`src/hdl/ftcwe_pkg.sv`:
```
// ============================================================================
// ftcwe_pkg
// Shared widths, constants, codes and types of the flux timestamp and
// cell width estimator.
// ============================================================================
`default_nettype none

package ftcwe_pkg;

    localparam int BINS      = 20;
    localparam int BIN_W     = $clog2(BINS);

    localparam int CFG_W     = 32;
    localparam int CFG_IDX_W = 2;
    localparam int CNT_W     = 32;
    localparam int SCALE_W   = 32;
    localparam int TS_W      = 32;
    localparam int BASE_W    = 48;
    localparam int RPM_W     = 16;
    localparam int CW_W      = 13;
    localparam int HIST_W    = 32;
    localparam int REQ_W     = 2;

    localparam int BIN_NS      = 500;
    localparam int HALF_BIN_NS = 250;
    localparam int SPAN        = BINS * BIN_NS;
    localparam int SPAN_W      = $clog2(SPAN);
    localparam int X_W         = TS_W + 1;

    // bin = x / 500 as x * RECIP >> DIV_SHIFT, exact for 0 <= x < SPAN
    localparam int DIV_SHIFT   = 26;
    localparam int RECIP       = (2 ** DIV_SHIFT + BIN_NS - 1) / BIN_NS;
    localparam int RECIP_W     = $clog2(RECIP + 1);
    localparam int QPROD_W     = SPAN_W + RECIP_W;

    localparam int SRCH_LAST   = BINS / 2 - 1;

    localparam int DVD_W       = SCALE_W + RPM_W;
    localparam int QCNT_W      = $clog2(DVD_W);

    localparam logic [CFG_W-1:0]   NS_PER_COUNT_RESET = 32'd1638400;
    localparam logic [RPM_W-1:0]   NOMINAL_RPM_RESET  = 16'd30000;
    localparam logic [CFG_W-1:0]   CAPACITY_RESET     = 32'hFFFF_FFFF;
    localparam logic [CW_W-1:0]    DEFAULT_CW         = 13'd2000;

    typedef enum logic [REQ_W-1:0] {
        REQ_BEGIN = 2'd0,
        REQ_FLUX  = 2'd1,
        REQ_RPM   = 2'd2,
        REQ_END   = 2'd3
    } req_t;

    typedef enum logic [CFG_IDX_W-1:0] {
        CFG_NS_PER_COUNT = 2'd0,
        CFG_NOMINAL_RPM  = 2'd1,
        CFG_CAPACITY     = 2'd2
    } cfg_idx_t;

    typedef enum logic [3:0] {
        S_IDLE,
        S_MUL,
        S_ADD,
        S_IV,
        S_BIN,
        S_HINC,
        S_HWAIT,
        S_DIV,
        S_SRCH,
        S_DONE
    } top_state_t;

    typedef enum logic [2:0] {
        H_IDLE,
        H_INC_WR,
        H_SRCH_A,
        H_SRCH_B,
        H_SRCH_C
    } hist_state_t;

    typedef struct packed {
        logic             clear;
        logic             inc;
        logic             search;
        logic [BIN_W-1:0] bin;
    } hist_cmd_t;

    typedef struct packed {
        logic            done;
        logic [CW_W-1:0] best_width;
    } hist_sts_t;

endpackage

`default_nettype wire

```
`src/hdl/ftcwe_ram.sv`:
```
// ============================================================================
// ftcwe_ram
// Generic single-write, single-read RAM with registered read data.
// ============================================================================
`default_nettype none

module ftcwe_ram #(
    parameter int WIDTH = 32,
    parameter int DEPTH = 16
) (
    input  logic                     clk,
    input  logic                     we,
    input  logic [$clog2(DEPTH)-1:0] waddr,
    input  logic [WIDTH-1:0]         wdata,
    input  logic [$clog2(DEPTH)-1:0] raddr,
    output logic [WIDTH-1:0]         rdata
);

    logic [WIDTH-1:0] mem [DEPTH];

    always_ff @(posedge clk)
    begin
        if (we)
        begin
            mem[waddr] <= wdata;
        end
        rdata <= mem[raddr];
    end

endmodule

`default_nettype wire

```
`src/hdl/ftcwe_hist.sv`:
```
// ============================================================================
// ftcwe_hist
// Interval histogram in RAM: saturating read-modify-write increments,
// per-entry valid bits for the begin clear, and the cell width search.
// ============================================================================
`default_nettype none

module ftcwe_hist import ftcwe_pkg::*; (
    input  logic      clk,
    input  logic      rst_n,
    input  hist_cmd_t cmd,
    output hist_sts_t sts
);

    hist_state_t       hstate_reg;
    hist_state_t       hstate_next;
    logic [BINS-1:0]   valid_reg;
    logic [BIN_W-1:0]  addr_reg;
    logic [BIN_W-1:0]  idx_reg;
    logic [HIST_W-1:0] a_reg;
    logic [HIST_W:0]   best_sum_reg;
    logic [CW_W-1:0]   best_width_reg;
    logic              done_reg;
    logic              rd_vld_reg;

    logic [BIN_W-1:0]  rd_addr;
    logic [HIST_W-1:0] rd_data;
    logic [HIST_W-1:0] masked;
    logic [HIST_W-1:0] wdata;
    logic              we;
    logic [BIN_W-1:0]  dbl;
    logic [HIST_W:0]   pair_sum;
    logic              last;
    logic [CW_W-1:0]   idx_width;

    ftcwe_ram #(
        .WIDTH (HIST_W),
        .DEPTH (BINS)
    ) u_ram (
        .clk   (clk),
        .we    (we),
        .waddr (addr_reg),
        .wdata (wdata),
        .raddr (rd_addr),
        .rdata (rd_data)
    );

    always_comb
    begin
        dbl       = {idx_reg[BIN_W-2:0], 1'b0};
        masked    = rd_vld_reg ? rd_data : '0;
        wdata     = (masked == '1) ? masked : masked + HIST_W'(1);
        pair_sum  = {1'b0, a_reg} + {1'b0, masked};
        last      = (idx_reg == BIN_W'(SRCH_LAST));
        idx_width = CW_W'(idx_reg) * CW_W'(BIN_NS);
    end

    always_comb
    begin
        hstate_next = hstate_reg;
        rd_addr     = cmd.bin;
        we          = 1'b0;
        case (hstate_reg)
            H_IDLE:
            begin
                if (cmd.inc)
                begin
                    hstate_next = H_INC_WR;
                end
                else if (cmd.search)
                begin
                    hstate_next = H_SRCH_A;
                end
            end
            H_INC_WR:
            begin
                we          = 1'b1;
                hstate_next = H_IDLE;
            end
            H_SRCH_A:
            begin
                rd_addr     = idx_reg;
                hstate_next = H_SRCH_B;
            end
            H_SRCH_B:
            begin
                rd_addr     = dbl;
                hstate_next = H_SRCH_C;
            end
            H_SRCH_C:
            begin
                hstate_next = last ? H_IDLE : H_SRCH_A;
            end
            default:
            begin
                hstate_next = H_IDLE;
            end
        endcase
    end

    always_ff @(posedge clk or negedge rst_n)
    begin
        if (!rst_n)
        begin
            hstate_reg     <= H_IDLE;
            valid_reg      <= '0;
            best_width_reg <= DEFAULT_CW;
            done_reg       <= 1'b0;
        end
        else
        begin
            hstate_reg <= hstate_next;
            done_reg   <= (hstate_reg == H_INC_WR) || ((hstate_reg == H_SRCH_C) && last);
            if ((hstate_reg == H_IDLE) && cmd.clear)
            begin
                valid_reg      <= '0;
                best_width_reg <= DEFAULT_CW;
            end
            if (hstate_reg == H_INC_WR)
            begin
                valid_reg[addr_reg] <= 1'b1;
            end
            // strictly larger only: ties keep the smallest index
            if ((hstate_reg == H_SRCH_C) && (pair_sum > best_sum_reg))
            begin
                best_width_reg <= idx_width;
            end
        end
    end

    always_ff @(posedge clk)
    begin
        rd_vld_reg <= valid_reg[rd_addr];
        case (hstate_reg)
            H_IDLE:
            begin
                addr_reg     <= cmd.bin;
                idx_reg      <= BIN_W'(1);
                best_sum_reg <= '0;
            end
            H_SRCH_B:
            begin
                a_reg <= masked;
            end
            H_SRCH_C:
            begin
                idx_reg <= idx_reg + BIN_W'(1);
                if (pair_sum > best_sum_reg)
                begin
                    best_sum_reg <= pair_sum;
                end
            end
            default:
            begin
                a_reg <= a_reg;
            end
        endcase
    end

    assign sts.done       = done_reg;
    assign sts.best_width = best_width_reg;

endmodule

`default_nettype wire

```
`config.mk`:
```
export PLATFORM = sky130hd
export DESIGN_NAME = ftcwe_hist
export DESIGN_NICKNAME = d
export VERILOG_FILES = /design/src/hdl/ftcwe_pkg.sv /design/src/hdl/ftcwe_ram.sv /design/src/hdl/ftcwe_hist.sv
export SDC_FILE = /design/constraint.sdc
export NUM_CORES = 1
export LEC_CHECK = 0
export BUFFER_PORTS_ARGS = -buffer_cell sky130_fd_sc_hd__buf_2
export CAP_MARGIN = 40
export CELL_PAD_IN_SITES_DETAIL_PLACEMENT = 0
export CELL_PAD_IN_SITES_GLOBAL_PLACEMENT = 1
export CORE_AREA = 2 2 251 253
export CTS_CLUSTER_DIAMETER = 30
export DETAILED_ROUTE_END_ITERATION = 16
export DIE_AREA = 0 0 253 255
export GPL_TIMING_DRIVEN = 0
export HOLD_SLACK_MARGIN = 0.02
export PLACE_DENSITY = 0.75
export RECOVER_POWER = 25
export SETUP_SLACK_MARGIN = 0.1
export SLEW_MARGIN = 20
export SYNTH_ARGS = -nofsm -noshare
export SYNTH_HDL_FRONTEND = slang
export SYNTH_SLANG_ARGS = --single-unit
export TNS_END_PERCENT = 1
```
`constraint.sdc`:
```
create_clock -name clk -period 10.4 [get_ports clk]
set_input_delay 1.56 -clock clk [delete_from_list [all_inputs] [get_ports clk]]
set_output_delay 1.56 -clock clk [all_outputs]
set_load 0.01 [all_outputs]
```
==> run_results.csv <==
group,metric,value,unit
outcome,outcome,"finished, violations left",
outcome,violations,"max-capacitance violations, max-slew violations",
setup_path,endpoint_kind,"flip-flop",
sta,hold_violations,0,
logic_synthesis,ys_top_cells_by_count,"edfxtp_1 (715), mux4_2 (165), nor2_1 (106), nand2_1 (96), inv_1 (83)",
logic_synthesis,synth.distinct_cells,74,
logic_synthesis,synth-seq-cells,783,
run,drv_cap,17,
setup_path,cpMaxStageDelayCell,"dfxtp_1",
setup_path,arrival,9.34,ns
drt,drt_iter0_markers,1727,
setup_path,crit_top_cell,"clkbuf_1",
logic_synthesis,ys_warn_count,0,
drt,vias,18800,
power_and_ir_drop,powerDensity,299,nW/um^2
setup_path,crit_path_max_incr_delay,0.69,ns
placement,dp_slack,2.22,ns
logic_synthesis,synth.avg_cell_area,16.7,um^2
grt,grt_pass1_wl,119000,um
setup_path,required,10.80,ns
final_layout,fin_area,40600,um^2
sta,rsz0062_at_grt,"false",
logic_synthesis,synthFlopType,"edfxtp_1",
sta,fin_ws,1.46,ns
floorplan,core,62200,um^2
clocking,cts_setup_buffers,0,
min_path,hp-class,"reg2reg",
clocking,cts-root-buf,"clkbuf_16",
floorplan,die_area,64500,um^2
drt,wl,79700,um
grt,grt.overflow.total,0,
drt,routedWlPerCell,25.2,um
setup_path,reg2regPathDepth,27,
power_and_ir_drop,vdd_ir_drop_max,0.000191,V
sta,clock_skew,0.0264,ns
final_layout,syn_to_final_growth,20.4,%
clocking,cts_sinks,783,
clocking,cts.path.max_buffers,3,
drt,drtAntennaViolNets,0,
grt,grt_start_max_net_pins,36,
logic_synthesis,yosysSeqAreaShare,68.2,%
sta,finalSetupViolations,0,
final_layout,drive_above_1_share,23.6,%
logic_synthesis,synth-edff-count,715,
drt,drc,0,
placement,place_inst,2891,
logic_synthesis,syn_area,33700,um^2
clocking,cts-buffers-inserted,141,
final_layout,nets,2354,
grt,grt_pass1_vias,19300,
clocking,insertion_delay,0.72,ns
setup_path,worst-setup-path-type,"reg2reg",
logic_synthesis,synth.top_cell.area_share,63.6,%
final_layout,fin_cells,3163,
drt,first_pass_iters,5,
placement,port_buffers,21,
clocking,clk_pin_slew_worst_paths,0.05,ns
power_and_ir_drop,leakage,0.0145,uW
sta,maxSlewViolCount,285,
drt,via_per_inst,5.95,
floorplan,die_h,255,um
logic_synthesis,synth.most_common_cell,"edfxtp_1",
clocking,htreeDepth,4,
logic_synthesis,netlist_instances,2019,
sta,min_period_over_period,86.0,%
sta,clock.fmax,0.112,GHz
power_and_ir_drop,power,12200,uW
final_layout,largest_reg_flops,640,
sta,worst_pin_slew,2.17,ns
sta,min_period,8.94,ns
placement,dpl.hpwl,53900,um
logic_synthesis,synthArstFlopShare,4.47,%
grt,grt_usage,25.5,%
placement,placed_cell_area,36000,um^2
final_layout,final_util,65.4,%
floorplan,start_util,54.3,%
logic_synthesis,synth_top_area_cell,"edfxtp_1",
sta,max-slew-margin-rel,-45.2,%
floorplan,io_pins,24,
final_layout,n_antenna_cell,0,
setup_path,crit_fanout,19,
clocking,cts_resized,0,
grt,grt_antenna_before_repair,0,
clocking,tritoncts,"built",
setup_path,start_kind,"flip-flop",
placement,gp_congestion,0.834,
floorplan,fp-row-count,92,
floorplan,die_w,253,um
logic_synthesis,ys_top_cells_by_area,"edfxtp_1 (64%), mux4_2 (11%), ha_1 (3.0%)",
min_path,whs_path_depth,1,
clocking,cts_hold_buf,0,
-- routing by layer --
metal / part of all wire [%] / global-route usage [%] / vias up
met2: 48 / 41.1 / 664
met1: 42 / 35.0 / 9614
met5: 0 / 0 / -
li1: - / - / 8345
met4: 3.1 / 9.30 / 0
met3: 6.6 / 5.20 / 187
-- cells by family after synthesis --
kind of cell / after synthesis / share of synthesized area, %
other cells: 1 / 0.0111
mux: 246 / 13.5
compound gates: 255 / 4.83
flops: 783 / 68.2
buf+inv: 178 / 2.17
simple gates: 388 / 5.62
fa+ha+maj: 96 / 3.77
xor+xnor: 72 / 1.87
-- path summary, 6_finish.rpt --
path	slack, ns	to	from
max	1.46	best_sum_reg[7]$_SDFFCE_PP0P_	rd_vld_reg$_DFF_P_
min	0.48	valid_reg[13]$_DFF_PN0_	valid_reg[13]$_DFF_PN0_
max reg2reg	1.46	best_sum_reg[7]$_SDFFCE_PP0P_	rd_vld_reg$_DFF_P_
min reg2reg	0.48	valid_reg[13]$_DFF_PN0_	valid_reg[13]$_DFF_PN0_
max in group asynchronous	7.81	hstate_reg[0]$_DFFE_PN0P_	rst_n
min in group asynchronous	0.86	best_width_reg[6]$_DFFE_PN1P_	rst_n
-- report_power, final --
| group | internal, uW | total, uW | leakage, uW | switching, uW |
|---|---|---|---|---|
| Clock | 3070 | 4620 | 0.00234 | 1550 |
| Combinational | 1520 | 3540 | 0.00521 | 2020 |
| Sequential | 3850 | 4010 | 0.00698 | 163 |
| Total | 8430 | 12200 | 0.0145 | 3740 |
-- layout make-up --
type	instances	area, um^2
Tap cell	799	1000
Timing Repair Buffer	89	930
Sequential cell	783	23000
Inverter	83	312
Buffer	95	397
Fill cell	4251	21500
Clock buffer	154	3660
Clock inverter	101	1150
Multi-Input combinational cell	1059	10200
-- cells in the final DEF, fill, tap and decap left out, types with 12 or more instances in the layout --
cell | Yosys | routed
edfxtp_1 | 715 | 715
buf_12 | 1 | 12
buf_2 | 17 | 28
xnor2_1 | 47 | 34
nand4_1 | 16 | 16
clkinv_2 | 0 | 26
mux2i_1 | 47 | 47
bufinv_16 | 0 | 21
nand2_1 | 96 | 96
clkbuf_1 | 54 | 93
and2_1 | 57 | 43
clkinvlp_4 | 0 | 13
o21ai_0 | 55 | 54
mux4_2 | 165 | 165
mux2_2 | 34 | 34
buf_1 | 18 | 14
a21o_1 | 61 | 61
inv_1 | 83 | 83
nor2_1 | 106 | 105
and2_0 | 1 | 15
dfxtp_1 | 33 | 33
inv_6 | 0 | 17
clkinv_1 | 0 | 15
dfrtp_1 | 29 | 29
buf_6 | 2 | 30
nand2b_1 | 12 | 12
a21oi_1 | 80 | 79
nor2b_1 | 12 | 12
xor2_1 | 25 | 19
nor3_1 | 27 | 27
ha_1 | 81 | 81
xnor2_2 | 0 | 13
nand3_1 | 28 | 28
clkbuf_16 | 0 | 145
-- worst max-delay path, delay by kind of cell (launching register included) --
family,cells,cell delay (ns)
buf+inv,6,2.56
mux,1,0.26
flops,1,0.69
simple gates,9,1.66
compound gates,9,2.60
fa+ha+maj,2,0.82
-- per-stage QoR --
stage	setup TNS, ns	hold slack, ns
after floorplan	0	0.444
after global placement	-28.40	0.454
after detailed placement	0	0.464
after CTS	0	0.478
after global routing	0	0.504
final	0	0.477
Note: power is estimated with default switching activity, not from simulation.
