**config.mk**
```make
export PLATFORM = sky130hd
export DESIGN_NAME = ftcwe_div
export DESIGN_NICKNAME = d
export VERILOG_FILES = /design/src/hdl/ftcwe_pkg.sv /design/src/hdl/ftcwe_div.sv
export SDC_FILE = /design/constraint.sdc
export NUM_CORES = 1
export LEC_CHECK = 0
export ABC_CLOCK_PERIOD_IN_PS = 2200
export BUFFER_PORTS_ARGS = -buffer_cell sky130_fd_sc_hd__buf_2
export CORE_MARGIN = 1.5
export CORE_UTILIZATION = 48
export CTS_CLUSTER_DIAMETER = 40
export DETAILED_ROUTE_END_ITERATION = 10
export GPL_TIMING_DRIVEN = 0
export PLACE_DENSITY = 0.73
export REMOVE_ABC_BUFFERS = 1
export SETUP_SLACK_MARGIN = 0.2
export SYNTH_ARGS = -nofsm -noshare
export SYNTH_HDL_FRONTEND = slang
export SYNTH_SLANG_ARGS = --single-unit
```
**constraint.sdc**
```tcl
create_clock -name clk -period 2.2 [get_ports clk]
set_input_delay 0.11 -clock clk [delete_from_list [all_inputs] [get_ports clk]]
set_output_delay 0.11 -clock clk [all_outputs]
set_load 0.1 [all_outputs]
```
**src/hdl/ftcwe_pkg.sv**
```systemverilog
// ============================================================================
// ftcwe_pkg
// Shared widths, constants, codes and types of the flux timestamp and
// cell width estimator.
// ============================================================================
`default_nettype none

package ftcwe_pkg;

    localparam int BINS      = 20;
    localparam int BIN_W     = $clog2(BINS);

    localparam int CFG_W     = 32;
    localparam int CFG_IDX_W = 2;
    localparam int CNT_W     = 32;
    localparam int SCALE_W   = 32;
    localparam int TS_W      = 32;
    localparam int BASE_W    = 48;
    localparam int RPM_W     = 16;
    localparam int CW_W      = 13;
    localparam int HIST_W    = 32;
    localparam int REQ_W     = 2;

    localparam int BIN_NS      = 500;
    localparam int HALF_BIN_NS = 250;
    localparam int SPAN        = BINS * BIN_NS;
    localparam int SPAN_W      = $clog2(SPAN);
    localparam int X_W         = TS_W + 1;

    // bin = x / 500 as x * RECIP >> DIV_SHIFT, exact for 0 <= x < SPAN
    localparam int DIV_SHIFT   = 26;
    localparam int RECIP       = (2 ** DIV_SHIFT + BIN_NS - 1) / BIN_NS;
    localparam int RECIP_W     = $clog2(RECIP + 1);
    localparam int QPROD_W     = SPAN_W + RECIP_W;

    localparam int SRCH_LAST   = BINS / 2 - 1;

    localparam int DVD_W       = SCALE_W + RPM_W;
    localparam int QCNT_W      = $clog2(DVD_W);

    localparam logic [CFG_W-1:0]   NS_PER_COUNT_RESET = 32'd1638400;
    localparam logic [RPM_W-1:0]   NOMINAL_RPM_RESET  = 16'd30000;
    localparam logic [CFG_W-1:0]   CAPACITY_RESET     = 32'hFFFF_FFFF;
    localparam logic [CW_W-1:0]    DEFAULT_CW         = 13'd2000;

    typedef enum logic [REQ_W-1:0] {
        REQ_BEGIN = 2'd0,
        REQ_FLUX  = 2'd1,
        REQ_RPM   = 2'd2,
        REQ_END   = 2'd3
    } req_t;

    typedef enum logic [CFG_IDX_W-1:0] {
        CFG_NS_PER_COUNT = 2'd0,
        CFG_NOMINAL_RPM  = 2'd1,
        CFG_CAPACITY     = 2'd2
    } cfg_idx_t;

    typedef enum logic [3:0] {
        S_IDLE,
        S_MUL,
        S_ADD,
        S_IV,
        S_BIN,
        S_HINC,
        S_HWAIT,
        S_DIV,
        S_SRCH,
        S_DONE
    } top_state_t;

    typedef enum logic [2:0] {
        H_IDLE,
        H_INC_WR,
        H_SRCH_A,
        H_SRCH_B,
        H_SRCH_C
    } hist_state_t;

    typedef struct packed {
        logic             clear;
        logic             inc;
        logic             search;
        logic [BIN_W-1:0] bin;
    } hist_cmd_t;

    typedef struct packed {
        logic            done;
        logic [CW_W-1:0] best_width;
    } hist_sts_t;

endpackage

`default_nettype wire

```
**src/hdl/ftcwe_div.sv**
```systemverilog
// ============================================================================
// ftcwe_div
// Restoring divider, one quotient bit per cycle, for the RPM rescale.
// ============================================================================
`default_nettype none

module ftcwe_div import ftcwe_pkg::*; (
    input  logic             clk,
    input  logic             rst_n,
    input  logic             start,
    input  logic [DVD_W-1:0] dividend,
    input  logic [RPM_W-1:0] divisor,
    output logic             done,
    output logic [DVD_W-1:0] quotient
);

    logic [DVD_W-1:0]  quo_reg;
    logic [RPM_W-1:0]  rem_reg;
    logic [RPM_W-1:0]  div_reg;
    logic [QCNT_W-1:0] cnt_reg;
    logic              busy_reg;
    logic              done_reg;

    logic [RPM_W:0]    trial;
    logic [RPM_W:0]    diff;
    logic              ge;
    logic [RPM_W-1:0]  rem_next;

    always_comb
    begin
        trial    = {rem_reg, quo_reg[DVD_W-1]};
        diff     = trial - {1'b0, div_reg};
        ge       = (trial >= {1'b0, div_reg});
        rem_next = ge ? diff[RPM_W-1:0] : trial[RPM_W-1:0];
    end

    always_ff @(posedge clk or negedge rst_n)
    begin
        if (!rst_n)
        begin
            busy_reg <= 1'b0;
            done_reg <= 1'b0;
        end
        else
        begin
            done_reg <= 1'b0;
            if (start)
            begin
                busy_reg <= 1'b1;
            end
            else if (busy_reg && (cnt_reg == QCNT_W'(DVD_W - 1)))
            begin
                busy_reg <= 1'b0;
                done_reg <= 1'b1;
            end
        end
    end

    always_ff @(posedge clk)
    begin
        if (start)
        begin
            quo_reg <= dividend;
            rem_reg <= '0;
            div_reg <= divisor;
            cnt_reg <= '0;
        end
        else if (busy_reg)
        begin
            // shift the next dividend bit out into the remainder, the quotient bit in
            quo_reg <= {quo_reg[DVD_W-2:0], ge};
            rem_reg <= rem_next;
            cnt_reg <= cnt_reg + QCNT_W'(1);
        end
    end

    assign done     = done_reg;
    assign quotient = quo_reg;

    a_no_restart: assert property (@(posedge clk) disable iff (!rst_n)
        start |-> !busy_reg)
        else $error("divider started while busy");

endmodule

`default_nettype wire

```
==> flow_summary.toml, run 1 <==
[global_routing]
use_met3_pct = 7.66
grt_util_met2_pct = 37.7
grt_max_degree = 73
use_met1_pct = 26.0
first_global_vias = 3702
grt_use_total_pct = 22.0
grt-ovfl-total = 0
grt_pass1_wl_mm = 17.4
antenna_found_initial = 0
busiest_layer = "met2"

[clock_network]
path_clk_slew_ps = 100
clock_latency_ps = 360
clockRootBuffer = "clkbuf_8"
clkSinkCount = 88
numCtsBuffers = 9
cts_tree = "built"
cts_buffer_depth = 2
cts_max_level = 3

[critical_path]
crit_required_ps = 2480
end_kind = "flop"
critPathKind = "reg -> reg"
crit_fanout = 5
path_cells = "inv_2 -> ha_4 -> buf_4 -> o21a_1 -> a21oi_2 -> and4_4 -> buf_12 -> buf_6 -> a31oi_4 -> nand2b_1 -> a311oi_1"
ff2ff_setup_slack_ps = -170
start_kind = "flop"
critical_path_arrival_ps = 2650
critPathMaxStageDelay_ps = 400
crit_path_top_delay_cell = "edfxtp_1"
rr_endpoint = "rem_reg[11]"
rr_startpoint = "div_reg[11]"
reg2regPathDepth = 11

[synthesis]
synth.avg_cell_area_um2 = 11.7
netlist_top_cells_count = "64 x edfxtp_1, 48 x mux2_2, 32 x nor2_1"
yosysTopAreaCellShare_pct = 42.3
synth_seq_area_share_pct = 53.0
synth_edf_count = 64
synth_area_um2 = 4550
synthTopCellsByArea = "edfxtp_1 42%, mux2_2 12%, dfxtp_1 9.7%"
yosysUniqueCellTypes = 51
async_reset_ff_share_pct = 2.27
synth_flop_cell = "edfxtp_1"
synthCells = 388
yosysTopAreaCell = "edfxtp_1"
ys.warnings.count = 0
synth-seq-cells = 88
yosysMostFrequentCell = "edfxtp_1"

[floorplan]
num_rows = 35
die_w_um = 100
core_area_um2 = 9200
io_pins = 116
die_area_um2 = 10100
start_util_pct = 49.5
dieHeight_um = 100

[placement]
dp_hpwl_mm = 6.76
port_buffers = 115
gp_congestion = 0.812
dp_slack_ps = -816

[worst_hold_path]
min_to = "quotient[0]"
whs_path_depth = 3
holdCritStartpoint = "dividend[0]"
hold_class = "in -> reg"

[timing]
max-slew-margin-rel_pct = 49.1
rsz0062_at_grt = "yes"
clock.fmax_mhz = 421
finalClockSkew_ps = 17.2
setup_viol = 16
fin_ws_ps = -174
period_needed_ps = 2370
worst_slew_pin_slew_ps = 764
hold_violations = 0
timing.final.crit_share_pct = 108
slew_viol_final = 0

[final_layout]
n_fill_cell = 697
largest_reg_flops = 48
utilization_pct = 66.8
area_delta_synth_final_pct = 35.1
diodes = 0
nets = 626
layout-drive-gt1-share_pct = 46.0

[route]
wl_mm = 11.1
ant_nets = 0
viasPerCell = 5.60
drt-initial-drc-count = 197
wl_per_cell_um = 16.8
drcViolationCount = 0
vias = 3676
drtPass1Iterations = 5

[power]
power_density_nw_per_um2 = 727
cellLeakagePower_nw = 2.49
vdd_drop_max_uv = 644
power.total_mw = 4.47

[outcome]
violations = "negative setup slack"
status = "finished with violations"

[job]
drv_cap = 0
## cell usage in the layout, fill, tap and decap left out, types with 14 or more instances in the layout
master         Yosys  routed
buf_2              3     114
nand2_1           18      17
a21oi_1           18      14
edfxtp_1          64      64
mux2_2            48      47
dlygate4sd3_1      0      17
inv_1             23      16
nor2_1            32      32
dfxtp_1           22      22
buf_4              1      22
## cells by family after synthesis
| logic type | count (synthesis) | synth area share [%] |
|---|---|---|
| compound gates | 75 | 11.4 |
| xor+xnor | 12 | 2.31 |
| fa+ha+maj | 18 | 5.12 |
| buf+inv | 44 | 4.15 |
| flops | 88 | 53.0 |
| mux | 54 | 13.2 |
| simple gates | 97 | 10.8 |
## routing by layer
| layer | vias up | wire length, µm |
|---|---|---|
| li1 | 1758 | - |
| met1 | 1717 | 4350 |
| met2 | 172 | 5480 |
| met3 | 29 | 978 |
| met4 | 0 | 255 |
| met5 | - | 0 |
## timing repair
| action | in CTS | in global routing |
|---|---|---|
| buffers inserted | 20 | 7 |
| pin swaps | 20 | 11 |
| endpoints found under the hold margin | 18 | 0 |
| setup endpoints to repair | 67 | 17 |
| resized for setup | 37 | 26 |
| gates cloned | 1 | 1 |
| hold buffers | 17 | 0 |
## worst max-delay path, delay by kind of cell (launching register included)
family,cells,cell delay (ps)
buffers and inverters,4,420
adder cells (fa/ha/maj),1,210
flip-flops,1,400
AO/OA/AOI/OAI,4,770
AND/OR/NAND/NOR,2,490
## where the power goes
part | switching, mW | internal, mW | leakage, nW
clock | 0.630 | 0.544 | 0.0994
sequential | 0.0655 | 1.92 | 0.868
combinational | 0.950 | 0.358 | 1.53
## worst max path at each step
stage                       startpoint      endpoint  slack, ps  cells after the start
after floorplan           quotient[47]    rem_reg[0]       -890                      8
after global placement           start  quotient[33]      -1190                      3
after detailed placement    div_reg[9]    rem_reg[0]       -820                      8
after CTS                  div_reg[10]    rem_reg[9]       -160                      9
after global routing       div_reg[11]    rem_reg[8]       -250                      9
final                      div_reg[11]   rem_reg[11]       -170                     11
## final cells by class
cell class	count	area (µm²)	share of cell area, %
Multi-Input combinational cell	258	2260	36.9
Sequential cell	88	2410	39.3
Inverter	23	86.3	1.41
Timing Repair Buffer	161	1040	16.9
Clock buffer	10	128	2.08
Clock inverter	6	75.1	1.22
Tap cell	111	139	2.26
## metrics by stage
stage / cells / setup TNS, ps / hold slack, ps / cell area, µm²
global route: 657 / -3430 / 21.8 / 6140
detailed placement: 595 / -9660 / -103 / 5210
global placement: 593 / -66650 / -104 / 5160
floorplan: 367 / -23500 / -186 / 4450
CTS: 649 / -1640 / 15.4 / 5940
finish: 657 / -2010 / 33.8 / 6140
(Power assumes the default switching activity.)
==> inputs of run 2 (changes only) <==
--- a/config.mk
+++ b/config.mk
@@ -5,14 +5,14 @@
 export SDC_FILE = /design/constraint.sdc
 export NUM_CORES = 1
 export LEC_CHECK = 0
-export ABC_CLOCK_PERIOD_IN_PS = 2200
+export ABC_CLOCK_PERIOD_IN_PS = 2900
 export BUFFER_PORTS_ARGS = -buffer_cell sky130_fd_sc_hd__buf_2
 export CORE_MARGIN = 1.5
-export CORE_UTILIZATION = 48
+export CORE_UTILIZATION = 55
 export CTS_CLUSTER_DIAMETER = 40
 export DETAILED_ROUTE_END_ITERATION = 10
 export GPL_TIMING_DRIVEN = 0
-export PLACE_DENSITY = 0.73
+export PLACE_DENSITY = 0.79
 export REMOVE_ABC_BUFFERS = 1
 export SETUP_SLACK_MARGIN = 0.2
 export SYNTH_ARGS = -nofsm -noshare
==> constraint.sdc (replaced) <==
create_clock -name clk -period 2.9 [get_ports clk]
set_input_delay 0.145 -clock clk [delete_from_list [all_inputs] [get_ports clk]]
set_output_delay 0.145 -clock clk [all_outputs]
set_load 0.1 [all_outputs]
==> run 2 against run 1 <==
Effect of this change:
- count of clock-buffer cells in the layout unchanged
- sequential cell count unchanged
- total power decreased by 25%
- the run now ends clean
- highest routed layer unchanged
- clock power decreased by 19%
- combinational power decreased by 30%
- sequential power decreased by 24%
- critical endpoint is now rem_reg[0]
- utilization increased by 5.5 points
- final cell count decreased by 5.3%
- register-to-register slack improved by 480 ps
- clock skew about the same
- first-iteration DRC count increased by 30%
- worst hold slack improved by 25 ps
==> flow_summary.toml, run 2 (synthesized netlist as in run 1, its figures left out) <==
[placement]
port_buffers = 115
gp_congestion = 0.871
dp_hpwl_mm = 6.80
place_area_um2 = 5200

[critical_path]
crit_fanout = 7
rr_startpoint = "div_reg[6]"
reg2regPathDepth = 8
worstSetupStartpoint = "div_reg[6]"
crit_required_ps = 3180
start_kind = "flop"
rr_endpoint = "rem_reg[0]"
ff2ff_setup_slack_ps = 310
critPathKind = "reg -> reg"
end_kind = "flop"
critical_path_arrival_ps = 2870

[route]
top_layer = "met4"
drtPass1Iterations = 5
viasPerCell = 5.74
wl_per_cell_um = 16.5
wl_mm = 10.3
vias = 3571
met1Wirelength_mm = 4.35
wl_met3_um = 848
ant_nets = 0
drcViolationCount = 0
wl_met2_mm = 4.70
drt-initial-drc-count = 257

[global_routing]
grt-ovfl-total = 0
antenna_found_initial = 0
grt_pass1_wl_mm = 16.4
first_global_vias = 3570
grt_use_total_pct = 24.2
grt_max_degree = 68

[timing]
slew_viol_final = 0
setup_viol = 0
finalClockSkew_ps = 17.6
fin_setup_tns_ps = 0
worst_slew_pin_slew_ps = 1320
timing.final.crit_share_pct = 89.3
max-slew-margin-rel_pct = 12.2
clock.fmax_mhz = 386
hold_violations = 0
period_needed_ps = 2590
rsz0062_at_grt = "yes"

[final_layout]
area_delta_synth_final_pct = 24.8
largest_reg_flops = 48
n_fill_cell = 582
nets = 600
layout_common_cells = "114 x buf_2, 64 x edfxtp_1, 48 x mux2_2"
fin_area_um2 = 5680
final_common_cell = "buf_2"
diodes = 0
layout-drive-gt1-share_pct = 37.1

[job]
drv_cap = 0

[floorplan]
dieHeight_um = 93.9
start_util_pct = 58.0
io_pins = 116
die_area_um2 = 8820
core_area_um2 = 7850
die_w_um = 93.9
num_rows = 32

[power]
vdd_drop_max_uv = 463
intPower_mw = 2.17
cellLeakagePower_nw = 2.36
power_density_nw_per_um2 = 594
p_clk_share_pct = 28.1
switching_share_pct = 35.6
comb_power_share_pct = 27.2
p_sw_mw = 1.20
seqPwrFrac_pct = 44.7
power.total_mw = 3.37

[clock_network]
cts_buffer_depth = 2
cts_max_level = 3
path_clk_slew_ps = 100
clockRootBuffer = "clkbuf_8"
clkSinkCount = 88
numCtsBuffers = 9
cts_tree = "built"
clock_latency_ps = 370

[worst_hold_path]
min_to = "quotient[0]"
hold_class = "in -> reg"
holdCritStartpoint = "dividend[0]"
whs_path_depth = 3

[outcome]
status = "finished, final reports clean"
[run 2: cell types whose count changed in the layout (fill, tap and decap cells not counted), moves of 3 or more]
cell,before,now
ha_4,13,1
buf_6,4,0
o21ai_0,9,13
inv_1,16,22
o311ai_0,0,3
a21oi_2,4,1
ha_1,4,14
o311ai_1,3,0
inv_2,7,1
buf_4,22,2
a21oi_1,14,17
[run 2: how the worst max path moves through the flow]
| stage | slack [ps] | endpoint | depth (start not counted) |
|---|---|---|---|
| after CTS | 250 | rem_reg[0] | 8 |
| after floorplan | -190 | rem_reg[0] | 8 |
| after detailed placement | -100 | rem_reg[0] | 8 |
| after global placement | -500 | quotient[41] | 3 |
| final | 310 | rem_reg[0] | 8 |
| after global routing | 180 | rem_reg[0] | 8 |
[run 2: area by class of cell]
| type | instances | area, µm² | share of cell area, % |
|---|---|---|---|
| flip-flops and latches | 88 | 2410 | 42.5 |
| clock buffers | 10 | 128 | 2.25 |
| clock inverters | 6 | 90.1 | 1.59 |
| multi-input cells | 257 | 2010 | 35.4 |
| well taps | 102 | 128 | 2.25 |
| inverters | 23 | 86.3 | 1.52 |
| repair buffers | 136 | 823 | 14.5 |
[run 2: repair_timing]
| item | in CTS | in global routing |
|---|---|---|
| hold buffers | 17 | 0 |
| cloned | 1 | 0 |
| setup buffers | 2 | 0 |
| resized for setup | 3 | 7 |
| endpoints found under the hold margin | 18 | 0 |
| endpoints found under the setup margin | 15 | 9 |
| pin swaps | 1 | 0 |
[run 2: worst max-delay path, stage by stage (launching register included)]
cell	delay, ps
edfxtp_1	340
inv_1	50
ha_2	390
nand4_1	180
or4_1	560
and4_4	190
a31oi_4	230
mux2_2	360
a211oi_1	210
[run 2: layer usage]
layer / vias to the layer above / track usage [%]
met4: 0 / 13.2
met1: 1670 / 29.1
met2: 158 / 38.5
li1: 1706 / -
met5: - / 0
met3: 37 / 7.77
[run 2: power by group through the flow]
stage,registers [mW],clock network (mW),logic (mW)
floorplan,2.04,0,0.198
global placement,1.53,0,0.868
detailed placement,1.53,0,0.884
CTS,1.51,0.961,0.908
global route,1.52,1.00,0.956
finish,1.51,0.947,0.916
[run 2: metrics by stage]
| step | hold slack [ps] | instances | worst slack [ps] | util (%) |
|---|---|---|---|---|
| floorplan | -151 | 367 | -190 | - |
| global placement | -70.2 | 584 | -496 | 65.6 |
| global route | 61.9 | 622 | 178 | 72.3 |
| detailed placement | -68.8 | 586 | -104 | 66.2 |
| finish | 58.7 | 622 | 310 | 72.3 |
| CTS | 58.8 | 622 | 254 | 71.9 |
==> inputs of run 3 (changes only) <==
--- a/config.mk
+++ b/config.mk
@@ -9,6 +9,7 @@
 export BUFFER_PORTS_ARGS = -buffer_cell sky130_fd_sc_hd__buf_2
 export CORE_MARGIN = 1.5
 export CORE_UTILIZATION = 55
+export CTS_BUF_LIST = sky130_fd_sc_hd__clkbuf_8
 export CTS_CLUSTER_DIAMETER = 40
 export DETAILED_ROUTE_END_ITERATION = 10
 export GPL_TIMING_DRIVEN = 0
==> run 3 against run 2 <==
Effect of this change:
- non-clock buffer count unchanged
- critical path type unchanged
- largest power group unchanged
- clock power decreased by 0.7%
- global-route usage unchanged
- count of clock-buffer cells in the layout is 1 lower
==> flow_summary.toml, run 3 (synthesized netlist as in run 1, its figures left out) <==
[outcome]
status = "finished, final reports clean"

[placement]
gp_congestion = 0.871
port_buffers = 115
place_area_um2 = 5200
dp_hpwl_mm = 6.80
dpl.cell_count = 586

[power]
power_density_nw_per_um2 = 593
p_clk_share_pct = 28.0
switching_share_pct = 35.6
comb_power_share_pct = 27.2
seqPwrFrac_pct = 44.8
vdd_drop_max_uv = 464
intPower_mw = 2.17
p_sw_mw = 1.20
power.total_mw = 3.36
cellLeakagePower_nw = 2.37

[timing]
slew_viol_final = 0
max-slew-margin-rel_pct = 12.2
setup_viol = 0
holdWs_ps = 63.2
worst_slew_pin_slew_ps = 1320
period_needed_ps = 2590
clock.fmax_mhz = 386
finalClockSkew_ps = 15.1
rsz0062_at_grt = "yes"
hold_violations = 0
timing.final.crit_share_pct = 89.2

[clock_network]
clock_latency_ps = 370
cts_tree = "built"
path_clk_slew_ps = 90
clkSinkCount = 88
clockRootBuffer = "clkbuf_8"
cts_max_level = 3
numCtsBuffers = 9
cts_buffer_depth = 2

[final_layout]
nets = 600
layout-drive-gt1-share_pct = 37.1
stdcell_count = 622
fin_area_um2 = 5680
diodes = 0
layout_common_cells = "114 x buf_2, 64 x edfxtp_1, 48 x mux2_2"
final_common_cell = "buf_2"
area_delta_synth_final_pct = 24.8
largest_reg_flops = 48

[floorplan]
num_rows = 32
dieHeight_um = 93.9
io_pins = 116
die_w_um = 93.9
core_area_um2 = 7850
die_area_um2 = 8820
start_util_pct = 58.0

[critical_path]
critPathKind = "reg -> reg"
start_kind = "flop"
end_kind = "flop"
crit_fanout = 7
critical_path_arrival_ps = 2870
crit_required_ps = 3180

[global_routing]
grt_use_total_pct = 24.2
first_global_vias = 3570
grt_max_degree = 68
grt_pass1_wl_mm = 16.4
antenna_found_initial = 0
grt-ovfl-total = 0

[route]
drtPass1Iterations = 5
wl_mm = 10.2
drcViolationCount = 0
ant_nets = 0
vias = 3559
drt-initial-drc-count = 232
viasPerCell = 5.72
wl_per_cell_um = 16.4

[worst_hold_path]
hold_class = "in -> reg"

[job]
drv_cap = 0
-- run 3: per-stage QoR --
stage	utilization, %	setup TNS (ps)	setup WS [ps]
finish	72.3	0	312
global route	72.3	0	178
CTS	71.9	0	254
detailed placement	66.2	-104	-104
global placement	65.6	-23710	-496
floorplan	-	-251	-190
-- run 3: area by class of cell --
class,instances,area (µm²)
flip-flops and latches,88,2410
fillers,582,2170
multi-input cells,257,2010
repair buffers,136,823
well taps,102,128
clock buffers,9,124
clock inverters,7,93.8
inverters,23,86.3
-- run 3: worst paths after layout --
path / slack [ps] / to / depth (start not counted) / start
setup / recovery: 310 / rem_reg[0] / 8 / div_reg[6]
hold / removal: 60 / quotient[0] / 3 / dividend[0]
setup reg to reg: 310 / rem_reg[0] / 8 / div_reg[6]
hold reg to reg: 490 / rem_reg[15] / 2 / rem_reg[15]
max in group asynchronous: 2720 / busy_reg / 2 / rst_n
min in group asynchronous: 80 / done / 2 / rst_n
-- run 3: power groups by stage --
stage / Combinational (mW) / Sequential (mW) / Clock (mW)
after floorplan: 0.198 / 2.04 / 0
after global placement: 0.868 / 1.53 / 0
after detailed placement: 0.884 / 1.53 / 0
after CTS: 0.908 / 1.51 / 0.958
after global routing: 0.956 / 1.52 / 1.00
final: 0.916 / 1.51 / 0.940
-- run 3: what timing repair did --
action                                  in CTS  in global routing
gates resized for setup                      3                  7
hold buffers                                17                  0
endpoints found under the hold margin       18                  0
pin swaps                                    1                  0
gates cloned                                 1                  0
buffers inserted                             2                  0
endpoints found under the setup margin      15                  9
-- run 3: routing by layer --
metal,GRT usage (%),vias up,wire [µm]
met2,38.5,161,4710
li1,-,1705,-
met3,7.77,30,837
met4,13.2,0,332
met1,29.1,1663,4330
met5,0,-,0
-- run 3: critical path, cell delays in order, from the launching register on --
cell and delay [ps]:
edfxtp_1 340, inv_1 50, ha_2 390, nand4_1 180
or4_1 550, and4_4 190, a31oi_4 240, mux2_2 360
a211oi_1 210
